==> src/design/fcc_pkg.sv <==
// fcc_pkg: shared constants, types and helpers for the foot force contact block.
// Used by fcc_front, fcc_queue, fcc_back and foot_force_contact_cop. No dependencies.
package fcc_pkg;

    localparam int MAX_PHYS    = 4;             // physical sensors per foot
    localparam int SENSORS_DEF = 4;
    localparam int FORCE_W     = 16;            // unsigned Q8.8
    localparam int COORD_W     = 16;            // signed Q8.8
    localparam int TOTAL_W     = 18;
    localparam int HULL_W      = MAX_PHYS * COORD_W;
    localparam int SIDX_W      = $clog2(MAX_PHYS);
    localparam int Q_DEPTH     = 2;             // power of two
    localparam int APB_AW      = 5;
    localparam int APB_DW      = 64;

    localparam logic [TOTAL_W-1:0] TOTAL_INF = '1;

    typedef enum logic [1:0] {
        REG_LEFT_X  = 2'd0,
        REG_LEFT_Y  = 2'd1,
        REG_RIGHT_X = 2'd2,
        REG_RIGHT_Y = 2'd3
    } t_reg;

    typedef logic [FORCE_W-1:0] t_force;

    typedef struct packed {
        logic                          sample_valid;
        logic                          foot;
        logic [TOTAL_W-1:0]            total;
        logic                          contact;
        t_force [MAX_PHYS-1:0]         frc;
    } t_item;

    typedef struct packed {
        logic [HULL_W-1:0] x;
        logic [HULL_W-1:0] y;
    } t_hull;

    function automatic int f_used(int sensors);
        return (sensors < MAX_PHYS) ? sensors : MAX_PHYS;
    endfunction

endpackage

==> src/design/foot_force_contact_cop.sv <==
// foot_force_contact_cop: per-foot force total, contact detection and centre of pressure.
// Path: input register in fcc_front, the queue, then fcc_back and its output register.
// Contact items also run the serial MAC and restoring divider in fcc_back, which takes a new
// item only once the last is done. A 2-entry queue decouples front and back.
// Reset (synchronous, active low): min totals all ones, max totals zero, hull registers zero.
// Depends on fcc_pkg, fcc_front, fcc_queue, fcc_back.
module foot_force_contact_cop #(
    parameter int SENSORS = fcc_pkg::SENSORS_DEF
) (
    input  logic                               i_clk,
    input  logic                               i_rst_n,
    // sample channel
    input  logic                               i_in_valid,
    output logic                               o_in_stall,
    input  logic                               i_foot,
    input  logic                               i_sample_valid,
    input  logic [fcc_pkg::FORCE_W-1:0]        i_force_0,
    input  logic [fcc_pkg::FORCE_W-1:0]        i_force_1,
    input  logic [fcc_pkg::FORCE_W-1:0]        i_force_2,
    input  logic [fcc_pkg::FORCE_W-1:0]        i_force_3,
    // result channel
    output logic                               o_out_valid,
    input  logic                               i_out_stall,
    output logic                               o_result_valid,
    output logic [fcc_pkg::TOTAL_W-1:0]        o_total_force,
    output logic                               o_contact,
    output logic                               o_cop_valid,
    output logic signed [fcc_pkg::COORD_W-1:0] o_cop_x,
    output logic signed [fcc_pkg::COORD_W-1:0] o_cop_y,
    // APB config port, 64-bit registers at 8-byte spacing
    input  logic                               psel,
    input  logic                               penable,
    input  logic                               pwrite,
    input  logic [fcc_pkg::APB_AW-1:0]         paddr,
    input  logic [fcc_pkg::APB_DW-1:0]         pwdata,
    output logic [fcc_pkg::APB_DW-1:0]         prdata,
    output logic                               pready
);
    import fcc_pkg::*;

    // hull coordinate registers: index 0 is the left foot, 1 the right
    t_hull                  r_hull [2];
    t_hull [1:0]            hull_bus;
    t_reg                   reg_sel;
    logic                   cfg_wr;

    t_force [MAX_PHYS-1:0]  w_frc;
    logic                   w_push, w_pop, w_full, w_empty;
    t_item                  w_f_item, w_q_item;

    assign pready  = 1'b1;
    assign cfg_wr  = psel && penable && pwrite && pready;
    // low address bits are ignored; paddr[4:3] picks the register
    assign reg_sel = t_reg'(paddr[4:3]);

    always_ff @(posedge i_clk) begin
        if (!i_rst_n) begin
            r_hull[0] <= '0;
            r_hull[1] <= '0;
        end else if (cfg_wr) begin
            case (reg_sel)
                REG_LEFT_X:  r_hull[0].x <= pwdata;
                REG_LEFT_Y:  r_hull[0].y <= pwdata;
                REG_RIGHT_X: r_hull[1].x <= pwdata;
                REG_RIGHT_Y: r_hull[1].y <= pwdata;
                default: ;
            endcase
        end
    end

    always_comb begin
        case (reg_sel)
            REG_LEFT_X:  prdata = r_hull[0].x;
            REG_LEFT_Y:  prdata = r_hull[0].y;
            REG_RIGHT_X: prdata = r_hull[1].x;
            REG_RIGHT_Y: prdata = r_hull[1].y;
            default:     prdata = '0;
        endcase
    end

    assign hull_bus[0] = r_hull[0];
    assign hull_bus[1] = r_hull[1];

    assign w_frc[0] = i_force_0;
    assign w_frc[1] = i_force_1;
    assign w_frc[2] = i_force_2;
    assign w_frc[3] = i_force_3;

    // front: register sample, total it, update min/max, classify contact
    fcc_front #(.SENSORS(SENSORS)) u_front (
        .i_clk          (i_clk),
        .i_rst_n        (i_rst_n),
        .i_in_valid     (i_in_valid),
        .o_in_stall     (o_in_stall),
        .i_foot         (i_foot),
        .i_sample_valid (i_sample_valid),
        .i_frc          (w_frc),
        .i_q_full       (w_full),
        .o_push         (w_push),
        .o_item         (w_f_item)
    );

    fcc_queue u_queue (
        .i_clk   (i_clk),
        .i_rst_n (i_rst_n),
        .i_push  (w_push),
        .i_item  (w_f_item),
        .o_full  (w_full),
        .i_pop   (w_pop),
        .o_empty (w_empty),
        .o_item  (w_q_item)
    );

    // back: weighted sums over the sensors, then signed divide by the total
    fcc_back #(.SENSORS(SENSORS)) u_back (
        .i_clk          (i_clk),
        .i_rst_n        (i_rst_n),
        .i_empty        (w_empty),
        .o_pop          (w_pop),
        .i_item         (w_q_item),
        .i_hull         (hull_bus),
        .o_out_valid    (o_out_valid),
        .i_out_stall    (i_out_stall),
        .o_result_valid (o_result_valid),
        .o_total_force  (o_total_force),
        .o_contact      (o_contact),
        .o_cop_valid    (o_cop_valid),
        .o_cop_x        (o_cop_x),
        .o_cop_y        (o_cop_y)
    );

endmodule

==> src/design/fcc_front.sv <==
// fcc_front: input register, force total, per-foot min/max tracking and contact test.
// Depends on fcc_pkg.
module fcc_front #(
    parameter int SENSORS = fcc_pkg::SENSORS_DEF
) (
    input  logic                                          i_clk,
    input  logic                                          i_rst_n,
    input  logic                                          i_in_valid,
    output logic                                          o_in_stall,
    input  logic                                          i_foot,
    input  logic                                          i_sample_valid,
    input  fcc_pkg::t_force [fcc_pkg::MAX_PHYS-1:0]       i_frc,
    input  logic                                          i_q_full,
    output logic                                          o_push,
    output fcc_pkg::t_item                                o_item
);
    import fcc_pkg::*;

    localparam int USED = f_used(SENSORS);

    logic                        r_a_vld;
    logic                        r_a_foot;
    logic                        r_a_sv;
    logic [TOTAL_W-1:0]          r_a_total;
    t_force [MAX_PHYS-1:0]       r_a_frc;
    logic [TOTAL_W-1:0]          r_min [2];
    logic [TOTAL_W-1:0]          r_max [2];

    logic                        accept;
    logic                        advance;
    logic [TOTAL_W-1:0]          n_total;
    logic [TOTAL_W-1:0]          cur_min, cur_max, new_min, new_max;
    logic [TOTAL_W-1:0]          over, range_v;
    logic [TOTAL_W+3:0]          over10;
    logic                        contact;

    assign o_in_stall = r_a_vld && i_q_full;
    assign accept     = i_in_valid && !o_in_stall;
    assign advance    = r_a_vld && !i_q_full;
    assign o_push     = advance;

    always_comb begin
        n_total = '0;
        for (int i = 0; i < USED; i++) begin
            n_total = n_total + TOTAL_W'(i_frc[i]);
        end
    end

    // tracking is updated before the contact test
    assign cur_min = r_min[r_a_foot];
    assign cur_max = r_max[r_a_foot];
    assign new_min = (r_a_total < cur_min) ? r_a_total : cur_min;
    assign new_max = (r_a_total > cur_max) ? r_a_total : cur_max;
    assign over    = r_a_total - new_min;
    assign range_v = new_max - new_min;
    assign over10  = ((TOTAL_W+4)'(over) << 3) + ((TOTAL_W+4)'(over) << 1);
    assign contact = over10 > (TOTAL_W+4)'(range_v);

    always_comb begin
        o_item.sample_valid = r_a_sv;
        o_item.foot         = r_a_foot;
        o_item.total        = r_a_sv ? r_a_total : '0;
        o_item.contact      = r_a_sv && contact;
        o_item.frc          = r_a_frc;
    end

    always_ff @(posedge i_clk) begin
        if (!i_rst_n) begin
            r_a_vld  <= 1'b0;
            r_min[0] <= TOTAL_INF;
            r_min[1] <= TOTAL_INF;
            r_max[0] <= '0;
            r_max[1] <= '0;
        end else begin
            if (accept) begin
                r_a_vld <= 1'b1;
            end else if (advance) begin
                r_a_vld <= 1'b0;
            end
            if (advance && r_a_sv) begin
                r_min[r_a_foot] <= new_min;
                r_max[r_a_foot] <= new_max;
            end
        end
    end

    always_ff @(posedge i_clk) begin
        if (accept) begin
            r_a_foot  <= i_foot;
            r_a_sv    <= i_sample_valid;
            r_a_total <= n_total;
            r_a_frc   <= i_frc;
        end
    end

endmodule

==> src/design/fcc_queue.sv <==
// fcc_queue: short FIFO of classified samples between front and back.
// Depends on fcc_pkg.
module fcc_queue (
    input  logic            i_clk,
    input  logic            i_rst_n,
    input  logic            i_push,
    input  fcc_pkg::t_item  i_item,
    output logic            o_full,
    input  logic            i_pop,
    output logic            o_empty,
    output fcc_pkg::t_item  o_item
);
    import fcc_pkg::*;

    localparam int PTR_W = $clog2(Q_DEPTH);
    localparam int CNT_W = $clog2(Q_DEPTH + 1);

    t_item               r_mem [Q_DEPTH];
    logic [PTR_W-1:0]    r_wr_ptr, r_rd_ptr;
    logic [CNT_W-1:0]    r_count;

    assign o_full  = r_count == CNT_W'(Q_DEPTH);
    assign o_empty = r_count == '0;
    assign o_item  = r_mem[r_rd_ptr];

    always_ff @(posedge i_clk) begin
        if (!i_rst_n) begin
            r_wr_ptr <= '0;
            r_rd_ptr <= '0;
            r_count  <= '0;
        end else begin
            if (i_push) r_wr_ptr <= r_wr_ptr + 1'b1;
            if (i_pop)  r_rd_ptr <= r_rd_ptr + 1'b1;
            if (i_push && !i_pop) begin
                r_count <= r_count + 1'b1;
            end else if (i_pop && !i_push) begin
                r_count <= r_count - 1'b1;
            end
        end
    end

    always_ff @(posedge i_clk) begin
        if (i_push) r_mem[r_wr_ptr] <= i_item;
    end

endmodule

==> src/design/fcc_back.sv <==
// fcc_back: serial weighted-sum MAC and restoring divider for the centre of pressure,
// plus the output register. Depends on fcc_pkg.
module fcc_back #(
    parameter int SENSORS = fcc_pkg::SENSORS_DEF
) (
    input  logic                              i_clk,
    input  logic                              i_rst_n,
    input  logic                              i_empty,
    output logic                              o_pop,
    input  fcc_pkg::t_item                    i_item,
    input  fcc_pkg::t_hull [1:0]              i_hull,
    output logic                              o_out_valid,
    input  logic                              i_out_stall,
    output logic                              o_result_valid,
    output logic [fcc_pkg::TOTAL_W-1:0]       o_total_force,
    output logic                              o_contact,
    output logic                              o_cop_valid,
    output logic signed [fcc_pkg::COORD_W-1:0] o_cop_x,
    output logic signed [fcc_pkg::COORD_W-1:0] o_cop_y
);
    import fcc_pkg::*;

    localparam int USED   = f_used(SENSORS);
    localparam int PROD_W = COORD_W + FORCE_W + 1;
    localparam int ACC_W  = PROD_W + $clog2(USED);
    localparam int CNT_W  = $clog2(ACC_W + 1);
    localparam int REM_W  = TOTAL_W + 1;

    typedef enum logic [5:0] {
        S_IDLE = 6'b000001,
        S_MAC  = 6'b000010,
        S_ACC  = 6'b000100,
        S_SIGN = 6'b001000,
        S_DIV  = 6'b010000,
        S_DONE = 6'b100000
    } t_state;

    t_state                    r_state;
    logic                      r_out_vld;
    t_item                     r_item;
    logic                      r_need;
    logic [SIDX_W-1:0]         r_idx;
    logic signed [PROD_W-1:0]  r_prod_x, r_prod_y;
    logic signed [ACC_W-1:0]   r_acc_x, r_acc_y;
    logic [ACC_W-1:0]          r_num_x, r_num_y;
    logic [REM_W-1:0]          r_rem_x, r_rem_y;
    logic                      r_neg_x, r_neg_y;
    logic [CNT_W-1:0]          r_cnt;
    logic                      r_out_rv, r_out_contact, r_out_cv;
    logic [TOTAL_W-1:0]        r_out_total;
    logic [COORD_W-1:0]        r_out_x, r_out_y;

    t_hull                     hull;
    logic [COORD_W-1:0]        coord_x, coord_y;
    t_force                    frc;
    logic signed [PROD_W-1:0]  m_x, m_y;
    logic [REM_W-1:0]          div, trial_x, trial_y;
    logic                      ge_x, ge_y;
    logic [ACC_W-1:0]          q_x, q_y;
    logic                      out_load;

    assign hull    = r_item.foot ? i_hull[1] : i_hull[0];
    assign coord_x = hull.x[r_idx*COORD_W +: COORD_W];
    assign coord_y = hull.y[r_idx*COORD_W +: COORD_W];
    assign frc     = r_item.frc[r_idx];
    assign m_x     = $signed(coord_x) * $signed({1'b0, frc});
    assign m_y     = $signed(coord_y) * $signed({1'b0, frc});

    // one quotient bit per cycle on the magnitudes
    assign div     = {1'b0, r_item.total};
    assign trial_x = {r_rem_x[REM_W-2:0], r_num_x[ACC_W-1]};
    assign trial_y = {r_rem_y[REM_W-2:0], r_num_y[ACC_W-1]};
    assign ge_x    = trial_x >= div;
    assign ge_y    = trial_y >= div;
    assign q_x     = r_neg_x ? -r_num_x : r_num_x;
    assign q_y     = r_neg_y ? -r_num_y : r_num_y;

    assign o_pop    = (r_state == S_IDLE) && !i_empty;
    assign out_load = (r_state == S_DONE) && (!r_out_vld || !i_out_stall);

    always_ff @(posedge i_clk) begin
        if (!i_rst_n) begin
            r_state   <= S_IDLE;
            r_out_vld <= 1'b0;
        end else begin
            case (r_state)
                S_IDLE: begin
                    if (!i_empty) begin
                        r_state <= (i_item.contact && (i_item.total != '0)) ? S_MAC : S_DONE;
                    end
                end
                S_MAC: begin
                    if (r_idx == SIDX_W'(USED - 1)) r_state <= S_ACC;
                end
                S_ACC:  r_state <= S_SIGN;
                S_SIGN: r_state <= S_DIV;
                S_DIV: begin
                    if (r_cnt == CNT_W'(1)) r_state <= S_DONE;
                end
                S_DONE: begin
                    if (out_load) r_state <= S_IDLE;
                end
                default: r_state <= S_IDLE;
            endcase
            if (out_load) begin
                r_out_vld <= 1'b1;
            end else if (!i_out_stall) begin
                r_out_vld <= 1'b0;
            end
        end
    end

    always_ff @(posedge i_clk) begin
        case (r_state)
            S_IDLE: begin
                r_item  <= i_item;
                r_need  <= i_item.contact && (i_item.total != '0);
                r_idx   <= '0;
                r_acc_x <= '0;
                r_acc_y <= '0;
            end
            S_MAC: begin
                r_prod_x <= m_x;
                r_prod_y <= m_y;
                if (r_idx != '0) begin
                    r_acc_x <= r_acc_x + ACC_W'(r_prod_x);
                    r_acc_y <= r_acc_y + ACC_W'(r_prod_y);
                end
                r_idx <= r_idx + 1'b1;
            end
            S_ACC: begin
                r_acc_x <= r_acc_x + ACC_W'(r_prod_x);
                r_acc_y <= r_acc_y + ACC_W'(r_prod_y);
            end
            S_SIGN: begin
                r_neg_x <= r_acc_x[ACC_W-1];
                r_neg_y <= r_acc_y[ACC_W-1];
                r_num_x <= r_acc_x[ACC_W-1] ? -r_acc_x : r_acc_x;
                r_num_y <= r_acc_y[ACC_W-1] ? -r_acc_y : r_acc_y;
                r_rem_x <= '0;
                r_rem_y <= '0;
                r_cnt   <= CNT_W'(ACC_W);
            end
            S_DIV: begin
                r_rem_x <= ge_x ? trial_x - div : trial_x;
                r_rem_y <= ge_y ? trial_y - div : trial_y;
                r_num_x <= {r_num_x[ACC_W-2:0], ge_x};
                r_num_y <= {r_num_y[ACC_W-2:0], ge_y};
                r_cnt   <= r_cnt - 1'b1;
            end
            S_DONE: begin
                if (out_load) begin
                    r_out_rv      <= r_item.sample_valid;
                    r_out_total   <= r_item.total;
                    r_out_contact <= r_item.contact;
                    r_out_cv      <= r_need;
                    r_out_x       <= r_need ? q_x[COORD_W-1:0] : '0;
                    r_out_y       <= r_need ? q_y[COORD_W-1:0] : '0;
                end
            end
            default: ;
        endcase
    end

    assign o_out_valid    = r_out_vld;
    assign o_result_valid = r_out_rv;
    assign o_total_force  = r_out_total;
    assign o_contact      = r_out_contact;
    assign o_cop_valid    = r_out_cv;
    assign o_cop_x        = $signed(r_out_x);
    assign o_cop_y        = $signed(r_out_y);

    a_cop_needs_contact: assert property (@(posedge i_clk) disable iff (!i_rst_n)
        r_out_vld && r_out_cv |-> r_out_contact && r_out_rv)
        else $error("cop_valid without contact");

    a_div_count: assert property (@(posedge i_clk) disable iff (!i_rst_n)
        (r_state == S_DIV) |-> (r_cnt != '0))
        else $error("divider ran past its last step");

    a_pop_next: assert property (@(posedge i_clk) disable iff (!i_rst_n)
        o_pop |=> (r_state == S_MAC) || (r_state == S_DONE))
        else $error("pop did not start an item");

endmodule

==> config.mk <==
export PLATFORM = sky130hd
export DESIGN_NAME = foot_force_contact_cop
export DESIGN_NICKNAME = d
export VERILOG_FILES = /design/src/design/fcc_pkg.sv /design/src/design/foot_force_contact_cop.sv /design/src/design/fcc_front.sv /design/src/design/fcc_queue.sv /design/src/design/fcc_back.sv
export SDC_FILE = /design/constraint.sdc
export NUM_CORES = 2
export LEC_CHECK = 0
export BUFFER_PORTS_ARGS = -buffer_cell sky130_fd_sc_hd__buf_2
export CELL_PAD_IN_SITES_DETAIL_PLACEMENT = 1
export CELL_PAD_IN_SITES_GLOBAL_PLACEMENT = 1
export CORE_AREA = 2 2 351 353
export CTS_BUF_LIST = sky130_fd_sc_hd__clkbuf_16
export DETAILED_ROUTE_END_ITERATION = 7
export DIE_AREA = 0 0 353 355
export PLACE_DENSITY_LB_ADDON = 0.1
export SYNTH_ARGS = -nofsm -noshare
export SYNTH_HDL_FRONTEND = slang
export SYNTH_SLANG_ARGS = --single-unit
==> constraint.sdc <==
create_clock -name i_clk -period 25.1 [get_ports i_clk]
set_input_delay 2.51 -clock i_clk [delete_from_list [all_inputs] [get_ports i_clk]]
set_output_delay 2.51 -clock i_clk [all_outputs]
set_load 0.05 [all_outputs]
==> run summary <==
The run finished with clean final reports. After synthesis, the mean cell area works out to 11.4 um2. The leading cell type in the layout, fill and taps excluded is sky130_fd_sc_hd__edfxtp_1. The tools report the final number of max-transition violations as 0. In the routed layout, each cell is associated on average with a via count of 6.02. The worst hold path was traced through 0 stages. The clock tree synthesis step divided the H-tree into 3 levels. The logs give 7665 for the number of cells after detailed placement and 30.9% for the total track usage. For the count of unresolved DRC violations after routing, the log shows 0.

The async set-reset flop share out of synthesis was 0%. The number of top-level design ports is 262, and the post-route setup TNS is 0 ps. The type of the most critical hold path is flip-flop to flip-flop.

The number of setup buffers added after CTS was 0. The setup violation total in the final timing report was 0; the later-pin clock latency in the skew report was 750 ps. The final layout contains routed wiring with a total length of 194 mm. The number of antenna violations at the first check in global routing came out at 19.

The signed area change from the synthesized netlist to the final layout works out to 9.71%. The first global-routing pass estimated 299 mm of wire. The largest stage delay on the critical path is 800 ps. After the last flow step, the layout net total stands at 7178. The number of gates resized after CTS was 0. The number of nets handed over by synthesis was 6955. The share of the cycle needed by the critical path after routing works out to 41.1%. In this run, synthesis inferred 973 flip-flops with an integrated enable. The via count of the first global-routing pass was 52200; the largest fanout on the critical path was 52. The floorplan core area came out at 0.121 mm2. The dominant synthesized flop cell is sky130_fd_sc_hd__edfxtp_1. The area share of the leading cell type in the synthesized netlist is 43.1%. The count of hold-fix buffers inserted at cts was 0; the cell area after synthesis was 0.0678 mm2. The width of the die came out at 353 um. The tools report the final clock skew as 35.5 ps. For the worst flop-to-flop path, the logic depth is 37. CTS saw 987 sinks. The initial utilization of the core area, before any placement, comes to 55.9%. At the end of routability-driven placement, the weighted congestion stood at 0.876. The biggest area contributor in the post-synthesis netlist is sky130_fd_sc_hd__edfxtp_1.

On the critical path, the stage with the largest delay is an instance of sky130_fd_sc_hd__mux2i_1. The longest clock path from root to sink contains 3 buffers. The critical path in this run is classified as flip-flop to flip-flop. The tools report the global-route congestion overflow total as 0.

The tools report the finished layout cell area as 0.0744 mm2. STA classifies the critical path startpoint as a flip-flop. At the pin with the least slew margin, the transition time is 1290 ps.

In the post-synthesis netlist, the biggest area contributors are sky130_fd_sc_hd__edfxtp_1, sky130_fd_sc_hd__fa_1, sky130_fd_sc_hd__ha_1. TritonCTS built the clock tree. For the worst setup path, the data required time is 25550 ps.

In the final routed layout, each cell accounts on average for 24.6 um. The routed layout has 47400 vias. Once detailed placement completed, the half-perimeter wirelength came to 139 mm. The sequential-to-total area share from yosys stat was 43.5%. The tools report the cell row count as 128. Across the run, the number of max-cap violations was 0. In this run the remaining antenna-violating nets after routing total 0. The pre-antenna-repair detailed-routing pass consisted of 5 iterations.

The tools report the upper clock frequency limit as 96.9 MHz. The master cell of the clock root buffer is sky130_fd_sc_hd__clkbuf_16. By instance count, the cell type seen most on the critical path is sky130_fd_sc_hd__ha_1.

For the hold violation count in the final report, the log shows 0. The number of warnings reported in the yosys synthesis log is 0. Count of input and output buffers: 257.

The maximum number of pins on one net before global-route repair is 95. In the synthesized netlist, the number of instances is 5926. For the worst setup path, the data arrival time is 10770 ps. Setup repair after global routing left no endpoint under its margin. The count of routing violations after the opening detailed-route iteration is 3587. Cells with a size suffix above 1 make up 12.4% of the layout. For this run, the number of standard cells in the final layout without fillers is 7871. In the layout the commonest cells are sky130_fd_sc_hd__edfxtp_1, sky130_fd_sc_hd__inv_1, sky130_fd_sc_hd__nand2_1. For the count of distinct cell types in the synthesized netlist, the log shows 84. The die boundary height is 355 um. STA classifies the critical path endpoint as a flip-flop. After clock tree synthesis, the clock-pin slew on the worst setup and hold paths is 60 ps. The number of synthesized register bits works out to 987.

For the post-place instance area, the log shows 0.0710 mm2. The clock period could shrink to 10320 ps. The logs give 107 for the number of buffers created by CTS and 14.1% for the worst-case headroom to the max-slew limit.

The floorplan step defined a die boundary enclosing 0.125 mm2.
[final cells by class]
cell class,instances,area (um2)
Antenna cell,10,25.0
Clock buffer,107,2680
Clock inverter,89,719
Fill cell,12700,47000
Inverter,675,2530
Multi-Input combinational cell,4045,35000
Sequential cell,987,29500
Tap cell,1625,2030
Timing Repair Buffer,333,1860
[metal layers]
layer	track usage [%]	up-vias	share of wire, %
met3	6.01	497	6.5
met4	13.2	14	4.3
li1	-	21100	-
met2	53.1	1553	50
met1	38.1	24200	39
met5	0	-	0.044
[cell families after synthesis]
| family | Yosys count | synth area share (%) |
|---|---|---|
| simple gates | 1695 | 11.5 |
| compound gates | 844 | 7.82 |
| xor+xnor | 282 | 3.64 |
| other cells | 1 | 0.00553 |
| mux | 332 | 7.51 |
| fa+ha+maj | 891 | 21.0 |
| buf+inv | 894 | 5.02 |
| flops | 987 | 43.5 |
[worst max-delay path: cells and delay by family (launching register included)]
| family | cells | cell delay, ps |
|---|---|---|
| buf+inv | 4 | 1200 |
| mux | 2 | 1100 |
| xor+xnor | 2 | 320 |
| flops | 1 | 310 |
| compound gates | 12 | 3350 |
| fa+ha+maj | 6 | 1930 |
| simple gates | 11 | 1820 |
[registers in the layout, summed over array words and instances (netlist names), 2 cells and up, named ones only]
register / cells
u_back.o_total_force: 18
u_back.r_prod_x: 33
u_back.o_cop_x: 16
u_back.r_rem_x: 18
u_back.r_acc_x: 35
u_queue.r_count: 2
u_front.r_min: 36
u_front.r_a_total: 18
u_back.r_rem_y: 18
u_front.o_item: 64
u_back.r_item: 67
u_back.div: 18
u_back.r_cnt: 6
u_back.o_cop_y: 16
u_back.r_prod_y: 33
u_back.r_num_y: 35
u_back.r_num_x: 35
u_front.r_max: 36
u_back.r_state: 6
u_back.r_acc_y: 35
u_back.r_idx: 2
r_hull: 256
u_queue.r_mem: 170
[cells in the mapped netlist (65+ instances only)]
cell type	n
sky130_fd_sc_hd__a21o_1	65
sky130_fd_sc_hd__fa_1	411
sky130_fd_sc_hd__and2_1	204
sky130_fd_sc_hd__nand2_1	668
sky130_fd_sc_hd__mux2_2	104
sky130_fd_sc_hd__xnor2_1	162
sky130_fd_sc_hd__edfxtp_1	973
sky130_fd_sc_hd__nor2_1	438
sky130_fd_sc_hd__mux4_2	131
sky130_fd_sc_hd__clkbuf_1	176
sky130_fd_sc_hd__xor2_1	120
sky130_fd_sc_hd__inv_1	674
sky130_fd_sc_hd__o21ai_0	239
sky130_fd_sc_hd__ha_1	476
sky130_fd_sc_hd__mux2i_1	97
sky130_fd_sc_hd__a21oi_1	214
[metrics by stage]
step / worst slack, ps / util [%] / hold slack (ps)
2_1_floorplan: 15020 / - / 400
3_3_place_gp: 15310 / 58.5 / 402
3_5_place_dp: 15140 / 58.5 / 412
4_1_cts: 14990 / 61.3 / 445
5_1_grt: 14160 / 61.3 / 453
6_report: 14780 / 61.3 / 443
[final timing paths]
check | startpoint | endpoint | slack (ps)
hold / removal | u_front.o_item[43] | u_queue.r_mem[1][43] | 440
hold reg to reg | u_front.o_item[43] | u_queue.r_mem[1][43] | 440
setup reg to reg | flip-flop | u_queue.r_mem[1][64] | 14780
setup / recovery | flip-flop | u_queue.r_mem[1][64] | 14780
Power is not shown: default switching activity piles up to over one toggle a cycle in this logic, so the estimate is an artifact.
